--- src/p4sw_pkg.sv ---
// Shared types and constants for the packed 4bpp span writer.
package p4sw_pkg;

  // Register indexes on the configuration port
  localparam logic [2:0] CFG_CLIP_LEFT   = 3'd0;
  localparam logic [2:0] CFG_CLIP_RIGHT  = 3'd1;
  localparam logic [2:0] CFG_CLIP_TOP    = 3'd2;
  localparam logic [2:0] CFG_CLIP_BOTTOM = 3'd3;
  localparam logic [2:0] CFG_ROW_STRIDE  = 3'd4;

  // Widths
  localparam int CoordW = 13;
  localparam int AddrW  = 23;
  localparam int StrideW = 12;
  localparam int CfgW   = 13;

  // Longest span after saturation
  localparam logic [12:0] MAX_WIDTH = 13'd4096;

  // Nibble masks
  localparam logic [7:0] HI_MASK = 8'hF0;
  localparam logic [7:0] LO_MASK = 8'h0F;

  typedef struct packed {
    logic [12:0] clip_left;
    logic [12:0] clip_right;
    logic [12:0] clip_top;
    logic [12:0] clip_bottom;
    logic [11:0] row_stride;
  } cfg_t;

  // One framebuffer byte write
  typedef struct packed {
    logic [22:0] addr;
    logic [7:0]  data;
    logic        wr_hi;
    logic        wr_lo;
    logic        last;
  } wr_t;

  // Writes produced by one accepted transaction, first in order in first
  typedef struct packed {
    logic [1:0] n;
    wr_t        first;
    wr_t        second;
  } push_t;

endpackage

--- src/p4sw_span.sv ---
// Span state and per-transaction write generation with clipping and realignment.
module p4sw_span (
  input  logic                 clk,
  input  logic                 rst_n,
  input  p4sw_pkg::cfg_t       cfg,
  input  logic                 acc,
  input  logic                 span_start,
  input  logic signed [12:0]   start_x,
  input  logic signed [12:0]   row_y,
  input  logic [12:0]          span_width,
  input  logic [7:0]           pixel_pair,
  output p4sw_pkg::push_t      push
);
  import p4sw_pkg::*;

  logic signed [13:0] next_col_r, next_col_nxt;
  logic [12:0]        pix_left_r, pix_left_nxt;
  logic [22:0]        row_base_r, row_base_nxt;
  logic               row_vis_r, row_vis_nxt;
  logic [3:0]         held_r, held_nxt;
  logic               held_vld_r, held_vld_nxt;

  logic signed [13:0] cur_col;
  logic [12:0]        cur_pl;
  logic [22:0]        cur_base;
  logic               cur_vis;
  logic [3:0]         cur_held;
  logic               cur_hv;
  logic [23:0]        product;
  logic               new_vis;
  logic [3:0]         hi_nib, lo_nib;
  logic signed [14:0] col0, col1;
  logic               vis0, vis1, pl_ge2, pl_zero;
  logic [22:0]        addr0;
  logic               emit_a, emit_b;
  wr_t                wr_a, wr_b;

  function automatic logic col_in(input logic rv, input logic signed [14:0] c,
                                  input logic [12:0] left, input logic [12:0] right);
    col_in = rv && (c >= $signed({2'b00, left})) && (c < $signed({2'b00, right}));
  endfunction

  // Pick the span state seen by this transaction
  always_comb begin
    product = {12'd0, row_y[11:0]} * {12'd0, cfg.row_stride};
    new_vis = ($signed({row_y[12], row_y}) >= $signed({1'b0, cfg.clip_top})) &&
              ($signed({row_y[12], row_y}) <  $signed({1'b0, cfg.clip_bottom}));
    if (span_start) begin
      cur_col  = {start_x[12], start_x};
      cur_pl   = (span_width > MAX_WIDTH) ? MAX_WIDTH : span_width;
      cur_vis  = new_vis;
      cur_base = new_vis ? product[22:0] : '0;
      cur_held = '0;
      cur_hv   = 1'b0;
    end else begin
      cur_col  = next_col_r;
      cur_pl   = pix_left_r;
      cur_vis  = row_vis_r;
      cur_base = row_base_r;
      cur_held = held_r;
      cur_hv   = held_vld_r;
    end
  end

  // Build the writes and the next span state
  always_comb begin
    hi_nib  = pixel_pair[7:4];
    lo_nib  = pixel_pair[3:0];
    col0    = {cur_col[13], cur_col};
    col1    = col0 + 15'sd1;
    pl_zero = (cur_pl == '0);
    pl_ge2  = (cur_pl >= 13'd2);
    vis0    = col_in(cur_vis, col0, cfg.clip_left, cfg.clip_right);
    vis1    = col_in(cur_vis, col1, cfg.clip_left, cfg.clip_right);
    addr0   = cur_base + {11'd0, cur_col[12:1]};

    emit_a  = 1'b0;
    emit_b  = 1'b0;
    wr_a.addr = addr0;
    // The trailing pixel sits one column on; its column is never negative
    wr_b.addr = cur_base + {10'd0, col1[13:1]};
    wr_b.data = {lo_nib, 4'h0} & HI_MASK;
    wr_b.wr_hi = 1'b1;
    wr_b.wr_lo = 1'b0;
    wr_b.last  = 1'b1;

    next_col_nxt = cur_col;
    pix_left_nxt = cur_pl;
    row_base_nxt = cur_base;
    row_vis_nxt  = cur_vis;
    held_nxt     = cur_held;
    held_vld_nxt = cur_hv;

    if (!cur_col[0]) begin
      // Even column: both pixels land in one byte
      wr_a.data  = ({hi_nib, 4'h0} & {8{vis0}} & HI_MASK) |
                   ({4'h0, lo_nib} & {8{vis1 && pl_ge2}} & LO_MASK);
      wr_a.wr_hi = vis0;
      wr_a.wr_lo = vis1 && pl_ge2;
      emit_a     = !pl_zero && (vis0 || (vis1 && pl_ge2));
    end else begin
      // Odd column: merge the held pixel, hold the second one or write it at span end
      wr_a.data  = ({cur_held, 4'h0} & {8{cur_hv}} & HI_MASK) |
                   ({4'h0, hi_nib} & {8{vis0}} & LO_MASK);
      wr_a.wr_hi = cur_hv;
      wr_a.wr_lo = vis0;
      emit_a     = !pl_zero && (vis0 || cur_hv);
      emit_b     = (cur_pl == 13'd2) && vis1;
      if (!pl_zero) begin
        held_vld_nxt = 1'b0;
        if (pl_ge2 && (cur_pl != 13'd2)) begin
          held_nxt     = lo_nib;
          held_vld_nxt = vis1;
        end
      end
    end
    wr_a.last = !emit_b;

    // Advance the span
    if (!pl_zero) begin
      pix_left_nxt = pl_ge2 ? cur_pl - 13'd2 : '0;
      next_col_nxt = cur_col + (pl_ge2 ? 14'sd2 : 14'sd1);
    end

    push.n      = {1'b0, emit_a} + {1'b0, emit_b};
    push.first  = emit_a ? wr_a : wr_b;
    push.second = wr_b;
  end

  // Hold span state, update on each accepted transaction
  always_ff @(posedge clk) begin
    if (!rst_n) begin
      next_col_r <= '0;
      pix_left_r <= '0;
      row_base_r <= '0;
      row_vis_r  <= 1'b0;
      held_r     <= '0;
      held_vld_r <= 1'b0;
    end else if (acc) begin
      next_col_r <= next_col_nxt;
      pix_left_r <= pix_left_nxt;
      row_base_r <= row_base_nxt;
      row_vis_r  <= row_vis_nxt;
      held_r     <= held_nxt;
      held_vld_r <= held_vld_nxt;
    end
  end

  // No active span means no writes
  a_idle_no_write: assert property (@(posedge clk) disable iff (!rst_n)
    (!span_start && pix_left_r == '0) |-> (push.n == 2'd0))
    else $error("write produced without an active span");

  // Two writes only come from an odd-aligned final pair
  a_two_odd: assert property (@(posedge clk) disable iff (!rst_n)
    (push.n == 2'd2) |-> (cur_col[0] && cur_pl == 13'd2))
    else $error("two writes outside odd-aligned span end");

  // A held pixel is always consumed or dropped before an even column
  a_held_odd: assert property (@(posedge clk) disable iff (!rst_n)
    held_vld_r |-> next_col_r[0])
    else $error("held pixel pending at even column");

endmodule

--- src/p4sw_outq.sv ---
// Three-entry output queue that takes up to two writes per cycle.
module p4sw_outq (
  input  logic             clk,
  input  logic             rst_n,
  input  logic             push_en,
  input  p4sw_pkg::push_t  push,
  output logic             full,
  output logic             out_valid,
  input  logic             out_stall,
  output p4sw_pkg::wr_t    out_wr
);
  import p4sw_pkg::*;

  localparam int Depth = 3;

  wr_t        q_r   [Depth];
  wr_t        q_nxt [Depth];
  logic [1:0] count_r, count_nxt;
  logic [1:0] base;
  logic [1:0] npush;
  logic       pop;

  assign out_valid = (count_r != 2'd0);
  assign out_wr    = q_r[0];
  assign pop       = out_valid && !out_stall;
  // Room for two writes is needed before a transaction is taken
  assign full      = (count_r > 2'd1);

  // Shift out on pop, append the new writes behind the rest
  always_comb begin
    npush = push_en ? push.n : 2'd0;
    base  = count_r - {1'b0, pop};
    for (int i = 0; i < Depth; i++) begin
      if (pop && i < Depth - 1) begin
        q_nxt[i] = q_r[i + 1];
      end else begin
        q_nxt[i] = q_r[i];
      end
      if (npush != 2'd0 && base == 2'(i)) begin
        q_nxt[i] = push.first;
      end
      if (npush == 2'd2 && base + 2'd1 == 2'(i)) begin
        q_nxt[i] = push.second;
      end
    end
    count_nxt = base + npush;
  end

  // Hold the queue
  always_ff @(posedge clk) begin
    if (!rst_n) begin
      count_r <= '0;
    end else begin
      count_r <= count_nxt;
    end
  end

  always_ff @(posedge clk) begin
    for (int i = 0; i < Depth; i++) begin
      q_r[i] <= q_nxt[i];
    end
  end

  a_depth: assert property (@(posedge clk) disable iff (!rst_n)
    count_r <= 2'd3)
    else $error("output queue overflow");

  a_push_room: assert property (@(posedge clk) disable iff (!rst_n)
    (npush != 2'd0) |-> (count_r <= 2'd1))
    else $error("push without room for two writes");

  a_stall_keeps: assert property (@(posedge clk) disable iff (!rst_n)
    (out_valid && out_stall) |=> (count_r >= $past(count_r)))
    else $error("write lost while output stalled");

endmodule

--- src/packed_4bpp_span_write.sv ---
// Top level of the packed 4bpp span writer: configuration, span logic, output queue.
//
//  channel  direction  handshake             payload
//  in_      input      in_valid / in_stall   span_start start_x row_y span_width pixel_pair
//  out_     output     out_valid / out_stall byte_address byte_data write_high write_low last
//  cfg_     input      cfg_we                cfg_index cfg_data
//
// One source byte is taken per cycle while in_stall is low; it yields zero,
// one or two byte writes. A byte that yields two writes is drained from the
// three-entry output queue by the one-write-per-cycle output port.
// The writes of an accepted transaction are registered in the output queue.
// in_stall rises while more than one write waits, whatever out_stall does.
// Synchronous active-low reset clears span state and the queue, clip registers
// return to the full 4096 x 4096 area with a 2048-byte stride.
module packed_4bpp_span_write (
  input  logic               clk,
  input  logic               rst_n,
  input  logic               cfg_we,
  input  logic [2:0]         cfg_index,
  input  logic [12:0]        cfg_data,
  input  logic               in_valid,
  output logic               in_stall,
  input  logic               in_span_start,
  input  logic signed [12:0] in_start_x,
  input  logic signed [12:0] in_row_y,
  input  logic [12:0]        in_span_width,
  input  logic [7:0]         in_pixel_pair,
  output logic               out_valid,
  input  logic               out_stall,
  output logic [22:0]        out_byte_address,
  output logic [7:0]         out_byte_data,
  output logic               out_write_high,
  output logic               out_write_low,
  output logic               out_last
);
  import p4sw_pkg::*;

  cfg_t  cfg_r;
  push_t push;
  wr_t   out_wr;
  logic  q_full;
  logic  acc;

  assign in_stall = q_full;
  assign acc      = in_valid && !in_stall;

  // Hold configuration registers
  always_ff @(posedge clk) begin
    if (!rst_n) begin
      cfg_r.clip_left   <= 13'd0;
      cfg_r.clip_right  <= 13'd4096;
      cfg_r.clip_top    <= 13'd0;
      cfg_r.clip_bottom <= 13'd4096;
      cfg_r.row_stride  <= 12'd2048;
    end else if (cfg_we) begin
      case (cfg_index)
        CFG_CLIP_LEFT:   cfg_r.clip_left   <= cfg_data;
        CFG_CLIP_RIGHT:  cfg_r.clip_right  <= cfg_data;
        CFG_CLIP_TOP:    cfg_r.clip_top    <= cfg_data;
        CFG_CLIP_BOTTOM: cfg_r.clip_bottom <= cfg_data;
        CFG_ROW_STRIDE:  cfg_r.row_stride  <= cfg_data[StrideW-1:0];
        default: ;
      endcase
    end
  end

  p4sw_span u_span (
    .clk        (clk),
    .rst_n      (rst_n),
    .cfg        (cfg_r),
    .acc        (acc),
    .span_start (in_span_start),
    .start_x    (in_start_x),
    .row_y      (in_row_y),
    .span_width (in_span_width),
    .pixel_pair (in_pixel_pair),
    .push       (push)
  );

  p4sw_outq u_outq (
    .clk       (clk),
    .rst_n     (rst_n),
    .push_en   (acc),
    .push      (push),
    .full      (q_full),
    .out_valid (out_valid),
    .out_stall (out_stall),
    .out_wr    (out_wr)
  );

  assign out_byte_address = out_wr.addr;
  assign out_byte_data    = out_wr.data;
  assign out_write_high   = out_wr.wr_hi;
  assign out_write_low    = out_wr.wr_lo;
  assign out_last         = out_wr.last;

endmodule
--- config.mk ---
export PLATFORM = sky130hd
export DESIGN_NAME = packed_4bpp_span_write
export DESIGN_NICKNAME = d
export VERILOG_FILES = /design/src/p4sw_pkg.sv /design/src/p4sw_span.sv /design/src/p4sw_outq.sv /design/src/packed_4bpp_span_write.sv
export SDC_FILE = /design/constraint.sdc
export NUM_CORES = 1
export LEC_CHECK = 0
export ABC_AREA = 1
export BUFFER_PORTS_ARGS = -buffer_cell sky130_fd_sc_hd__buf_2
export CORE_MARGIN = 2
export CORE_UTILIZATION = 45
export CTS_CLUSTER_DIAMETER = 100
export DETAILED_ROUTE_END_ITERATION = 10
export PLACE_DENSITY_LB_ADDON = 0.05
export SYNTH_ARGS = -nofsm -noshare
export SYNTH_HDL_FRONTEND = slang
export SYNTH_SLANG_ARGS = --single-unit
--- constraint.sdc ---
create_clock -name clk -period 10.74 [get_ports clk]
set_input_delay 1.074 -clock clk [delete_from_list [all_inputs] [get_ports clk]]
set_output_delay 1.074 -clock clk [all_outputs]
set_load 0.01 [all_outputs]
## After elaboration in Yosys (flattened, before gate mapping)

Memory sizes are Yosys's and may differ from the RTL's.
Index checks and enable logic that the tools add are counted.

- Magnitude comparators: 9
- $mul: 1
- Equality and inequality tests: 11
- Multiplexer cells: 31
- Reduce and logical (&&, ||, !) cells: 35
- $add $sub $neg: 9
- Bitwise logic cells: 6

Operators with widths:

| operator | count |
|---|---|
| $mux W34 | 9 |
| $mux W13 | 4 |
| $mux W23 | 2 |
| $mux W14 | 2 |
| $add A23 B12 Y23 | 1 |
| $add A23 B13 Y23 | 1 |
| $mul A12 B12 Y23 | 1 |
| $logic_and A1 B1 Y1 | 18 |
| $and A8 B8 Y8 | 2 |
| $mux W4 | 4 |
| $or A8 B4 Y8 | 2 |
| $add A14 B2 Y15 const B | 1 |
| $ge A15 B14 Y1 | 1 |
| $lt A15 B14 Y1 | 1 |
| $add A14 B3 Y14 | 1 |
| $ge A13 B14 Y1 | 1 |
| $ge A14 B14 Y1 | 1 |
| $lt A13 B14 Y1 | 1 |
| $lt A14 B14 Y1 | 1 |
| $eq A13 B2 Y1 const B | 1 |
| $ge A13 B2 Y1 const B | 1 |
| $gt A13 B13 Y1 const B | 1 |
| $logic_not A13 Y1 | 1 |
| $ne A13 B2 Y1 const B | 1 |
| 21 further kinds | 43 |

- Input bits: 69
- Register bits after elaboration: 122
- Logic and storage cells: 115
- Memories kept: 1
- RAM bits: 102
- Output and inout bits: 36

Memory list:

| name | depth | bits a word | read ports | clocked after memory_dff | write ports | RTL line | RTL |
|---|---|---|---|---|---|---|---|
| u_outq.q_r | 3 | 34 | 3 | 0 | 3 | p4sw_outq.sv:16 | `wr_t q_r [Depth];` |

## Depth between registers and ports, before layout

- Depth in word-level cells: 15
- Gate-level depth with buffers: 36
- Gate-level depth less buffers: 35

## By module

Synthesis repeated with hierarchy kept, for this count alone.

- Cell total of the unflattened synthesis: 3152
- Area total of the unflattened synthesis: 21752.1 µm²

Modules (own cells, without submodules):

| module | times used | cells an instance | area each (µm²) | sequential area each (µm²) |
|---|---|---|---|---|
| p4sw_span | 1 | 2004 | 12939.9 | 1121.1 |
| p4sw_outq | 1 | 771 | 6175.9 | 3103.0 |
| packed_4bpp_span_write | 1 | 377 | 2636.3 | 1281.2 |

## Worst setup path before layout

No wires, ideal clock.

- Path kind: input to register
- From: input in_row_y[5]
- To: memory u_outq.q_r[0][27] (netlist name), data pin
- Setup slack: 3.541 ns
- Buffers on the path: 1
- Arrival time: 6.947 ns
- Data required time: 10.488 ns
- Cell stages on the path: 32
- Library setup time: 0.252 ns
- Cells stage by stage: clkbuf_1 nand2_1 fa_1 inv_1 fa_1 inv_1 fa_1 inv_1 fa_1 inv_1 fa_1 inv_1 ha_1 nand2_1 inv_1 a21oi_1 nand2_1 xnor2_1 o22ai_1 ha_1 nand2_1 o21ai_0 o21bai_1 nand2_1 a21oi_1 nand2_1 o21ai_0 nand2_1 o21ai_2 nand2_1 nand2_1 nand2_1

RTL lines:

| what | RTL line | RTL |
|---|---|---|
| start: declaration | packed_4bpp_span_write.sv:25 | `input logic signed [12:0] in_row_y,` |
| end: declaration | p4sw_outq.sv:16 |  |

==> results.md <==
- Dividing the detail-routed wire length by the instance count gives 16.3 um.
- Summed over all failing endpoints, the final setup total negative slack is 0 ns.
- The total setup violations reported at the end of the flow is 0.
- The number of buffers added by the clock tree synthesis step is 28.
- The peak fanout along the critical path is 49.
- For the final database, setup skew stands at 0.0267 ns.
- The number of clock sinks is 224.
- In the routed design, unresolved DRC markers number 0.
- At the end of routability-driven placement, the weighted congestion stood at 0.919.
- The power density normalized to cell area is 163 nW/um2.
- The final net count is 3250.
- Prior to clock tree synthesis, the placed netlist has a worst setup slack of 2.31 ns.
- Yosys printed 0 warnings.
- In this run the count of I/O pins placed on the die edge is 105.
- The CTS tree is built.
- The most frequently used cell type in the post-synthesis netlist is sky130_fd_sc_hd__nand2_1.
- Measured on the finished design, the core utilization comes to 49.2%.
- After detailed routing, the total wire length is 57500 um.
- Among all flip-flop cells after synthesis, the most frequent one is sky130_fd_sc_hd__dfxtp_1.
- In the synthesized netlist the async set-or-reset flop fraction comes to 0%.
- The cts-stage hold buffer count is 0.
- The number of nets in the synthesized netlist is 3239.
- By area the synthesized netlist is led by sky130_fd_sc_hd__nand2_1 (15%), sky130_fd_sc_hd__dfxtp_1 (14%), sky130_fd_sc_hd__edfxtp_1 (12%), sky130_fd_sc_hd__ha_1 (10%), sky130_fd_sc_hd__fa_1 (10%).
- The number of global-route vias before repair is 17100.
- Data on the critical path is required at its endpoint by 10.98 ns.
- The origin of the worst min-delay path is u_outq.q_r[0][3].
- The endpoint of the worst hold path is u_outq.q_r[0][3].
- The routed via count is 18100.
- The number of buffers inserted to repair setup after CTS is 0.
- Broken down by cell family, the worst path's largest delay share belongs to simple AND/OR/NAND/NOR gates.
- The class of the worst hold path is register to register.
- For this run, global-route usage on met2 was measured as 38.3%.
- The leftover overflow at the end of global routing is 0.
- In this run the number of H-tree levels came out at 1.
- The quantity of I/O buffers inserted on ports is 104.
- The maximum vdd drop is 119 uV.
- The run finished with clean final reports.
- The core region is 44300 um2.
- Once detail routing completed, the nets flagged for antenna violations numbered 0.
- The sort of element at the start of the critical path is a primary input.
- The synthesis-to-finish area growth is 7.87%.
- The root cell of the clock tree is sky130_fd_sc_hd__clkbuf_16.
- In this run the tightest slew margin relative to its limit is 37.9%.
- The share of the Yosys chip area taken by registers is 26.2%.
- The number of search-and-repair iterations in the first detailed-routing pass is 5.
- The slowest cell on the critical path is sky130_fd_sc_hd__buf_2.
- The first-pass GRT wire length is 92500 um.
- The share of the cycle needed by the critical path after routing is 72.9%.
- The floorplan step defined a die boundary enclosing 46700 um2.
- Clock-pin slew was measured on the worst setup and hold paths at 0.06 ns.
- Max-cap violations in this run came to 0.
- The number of buffers and inverters on the critical path is 7.
- Counting cells, the worst reg-to-reg path comes to 32.
- Detailed placement ended at an HPWL of 43600 um.
- The number of antenna violations at the first check in global routing came to 2.
- Ranked by instance count, the synthesized netlist is headed by sky130_fd_sc_hd__nand2_1 (800), sky130_fd_sc_hd__inv_1 (505), sky130_fd_sc_hd__nor2_1 (260).
- The worst hold path depth is 2.
- The count of endpoints failing hold in the final timing report is 0.
- Subtracting the final worst setup slack from the clock period gives 7.83 ns.
- The setup path with the least slack is of type primary input to register.
- The synthesized instance count is 2904.
- The max-slew violation count is 0.
- The number of enable flip-flop cells after synthesis is 81.
- After detailed routing, the number of vias per cell comes to 5.14.
- The reg2reg setup slack is 3.29 ns.
- The register bit count reported by yosys is 224.
- The endpoint arrival time on the critical path is 8.07 ns.
- Derived from the worst setup path, the maximum achievable clock frequency is 0.128 GHz.
- Counting stages on the worst path, the most repeated cell is sky130_fd_sc_hd__nand2_1.
- The worst register-to-register path ends at u_outq.q_r[0][27].
- The final worst-path setup slack is 2.91 ns.
- The largest net degree at the start of global routing is 77.
- The startpoint identified for the worst register-to-register timing path is cfg_r[5].
- In this run, post-CTS repair resized a total of 0 instances.
- Summed over all instances, the cell type with the most area after synthesis is sky130_fd_sc_hd__nand2_1.
- The number of violations reported at the end of detailed-routing iteration 0 is 1407.
- Measured along the x axis, the die boundary spans 216 um.
- The met3 track demand over resource is 2.49%.
- In this design, the stage delay of the slowest critical-path cell is 0.51 ns.
- Summed over all cells, the static leakage comes to 0.0111 uW.
- Setup repair after global routing left no endpoint under its margin.
- The cell row count is 77.
- The number of library cell types mapped by synthesis is 51.
- The starting density of the core is 45.6%.
- The kind of end point of the critical path is a register.
- The total of fill cells in the finished design is 4492.
- In this run the vertical extent of the chip is 216 um.
- Counting along the longest clock path gives a buffer depth of 3.
- The global-route usage over all layers is 24.7%.
- The fraction of layout instances using a drive strength above 1 is 7.80%.
- The mapped netlist covers 20200 um2.
- The later pin in the worst-skew pair is clocked with a latency of 0.58 ns.
- The fraction of synthesized cell area taken by the top area cell type is 14.8%.
- The met1 global-route usage is 37.2%.
- Averaged over all synthesized cells, the footprint is 6.97 um2.
- In this run the most used layer during global routing was met2.
- The actual transition at the worst max-transition pin is 0.930 ns.
[power breakdown]
part	total, uW	internal, uW	switching (uW)	leakage, uW
clock network	945	549	396	0.000449
registers	1160	1100	62.8	0.00194
logic	1460	474	986	0.00872
[final cells by class]
type | instances | area (um2) | area share [%]
clock inverter | 15 | 146 | 0.671
tap | 592 | 741 | 3.39
timing repair buffer | 119 | 633 | 2.90
multi-input combinational | 2032 | 12300 | 56.5
inverter | 510 | 1910 | 8.77
sequential | 224 | 5300 | 24.3
antenna | 2 | 5.00 | 0.0229
clock buffer | 36 | 761 | 3.49
[sequential cells by signal (all words and copies together), names as in the netlist]
register           cells
u_span.row_vis_r       1
u_span.held_r          4
u_span.next_col_r     14
u_span.row_base_r     23
u_span.held_vld_r      1
u_span.pix_left_r     13
cfg_r                 64
u_outq.q_r           102
u_outq.count_r         2
[through the flow]
step	total power [uW]	instance area, um2	cells	hold WS, ns
global placement	2610	20900	3477	0.434
floorplan	2270	20200	2904	0.427
detailed placement	2630	20900	3477	0.435
CTS	3590	21800	3528	0.450
global route	3840	21800	3528	0.470
finish	3570	21800	3530	0.450
[worst register-to-register path: cells and delay by family (launching register included)]
| family | cells | cell delay (ns) |
|---|---|---|
| flip-flops | 1 | 0.65 |
| AND/OR/NAND/NOR | 11 | 1.13 |
| AO/OA/AOI/OAI | 6 | 1.49 |
| buffers and inverters | 7 | 0.34 |
| adder cells (fa/ha/maj) | 7 | 3.33 |
| XOR/XNOR | 1 | 0.29 |
[per-layer routing]
metal | part of all wire (%) | vias up
met1 | 50 | 8461
met3 | 5.3 | 65
li1 | - | 9127
met4 | 1.9 | 0
met5 | 0 | -
met2 | 43 | 486
[worst max path at each step]
| stage | start | endpoint | cells after the start | slack [ns] |
|---|---|---|---|---|
| after global placement | in_span_start | u_outq.q_r[0][61] | 32 | 2.66 |
| after detailed placement | in_span_start | u_outq.q_r[0][61] | 32 | 2.31 |
| after CTS | in_span_start | u_outq.q_r[0][61] | 32 | 2.92 |
| after global routing | in_span_start | u_outq.q_r[0][61] | 32 | 2.21 |
| final | in_span_start | u_outq.q_r[0][61] | 32 | 2.91 |
| after floorplan | in_row_y[5] | u_outq.q_r[0][27] | 32 | 3.54 |
[cell usage in the layout (no fill, tap or decap), types with 3 or more instances in the layout]
| master | instances |
|---|---|
| sky130_fd_sc_hd__nand2_1 | 799 |
| sky130_fd_sc_hd__inv_1 | 504 |
| sky130_fd_sc_hd__nor2_1 | 260 |
| sky130_fd_sc_hd__ha_1 | 164 |
| sky130_fd_sc_hd__a21oi_1 | 159 |
| sky130_fd_sc_hd__o21ai_0 | 158 |
| sky130_fd_sc_hd__dfxtp_1 | 143 |
| sky130_fd_sc_hd__buf_2 | 104 |
| sky130_fd_sc_hd__nand3_1 | 103 |
| sky130_fd_sc_hd__fa_1 | 102 |
| sky130_fd_sc_hd__edfxtp_1 | 81 |
| sky130_fd_sc_hd__xor2_1 | 42 |
| sky130_fd_sc_hd__o22ai_1 | 33 |
| sky130_fd_sc_hd__nand4_1 | 28 |
| sky130_fd_sc_hd__clkbuf_16 | 28 |
| sky130_fd_sc_hd__xnor2_1 | 24 |
| sky130_fd_sc_hd__nor3_1 | 22 |
| sky130_fd_sc_hd__o21ai_2 | 22 |
| sky130_fd_sc_hd__nand2_2 | 16 |
| sky130_fd_sc_hd__buf_4 | 15 |
| sky130_fd_sc_hd__o211ai_1 | 14 |
| sky130_fd_sc_hd__o21a_1 | 10 |
| sky130_fd_sc_hd__o21ai_1 | 10 |
| sky130_fd_sc_hd__a31oi_1 | 9 |
| sky130_fd_sc_hd__clkinv_2 | 7 |
| sky130_fd_sc_hd__nor4_1 | 6 |
| sky130_fd_sc_hd__clkinv_1 | 6 |
| sky130_fd_sc_hd__a211oi_1 | 6 |
| sky130_fd_sc_hd__or2_2 | 5 |
| sky130_fd_sc_hd__clkbuf_1 | 5 |
| sky130_fd_sc_hd__nor2_2 | 4 |
| sky130_fd_sc_hd__o21ai_4 | 4 |
| sky130_fd_sc_hd__nand2_4 | 4 |
| sky130_fd_sc_hd__nand3_2 | 4 |
| sky130_fd_sc_hd__o21bai_1 | 3 |
| sky130_fd_sc_hd__clkbuf_8 | 3 |
[logic make-up after synthesis]
family | synth area share (%)
flip-flops | 26.2
buffers and inverters | 12.9
AO/OA/AOI/OAI | 12.3
AND/OR/NAND/NOR | 25.5
XOR/XNOR | 2.86
adder cells (fa/ha/maj) | 20.2
Note: power is estimated with default switching activity, not from simulation.
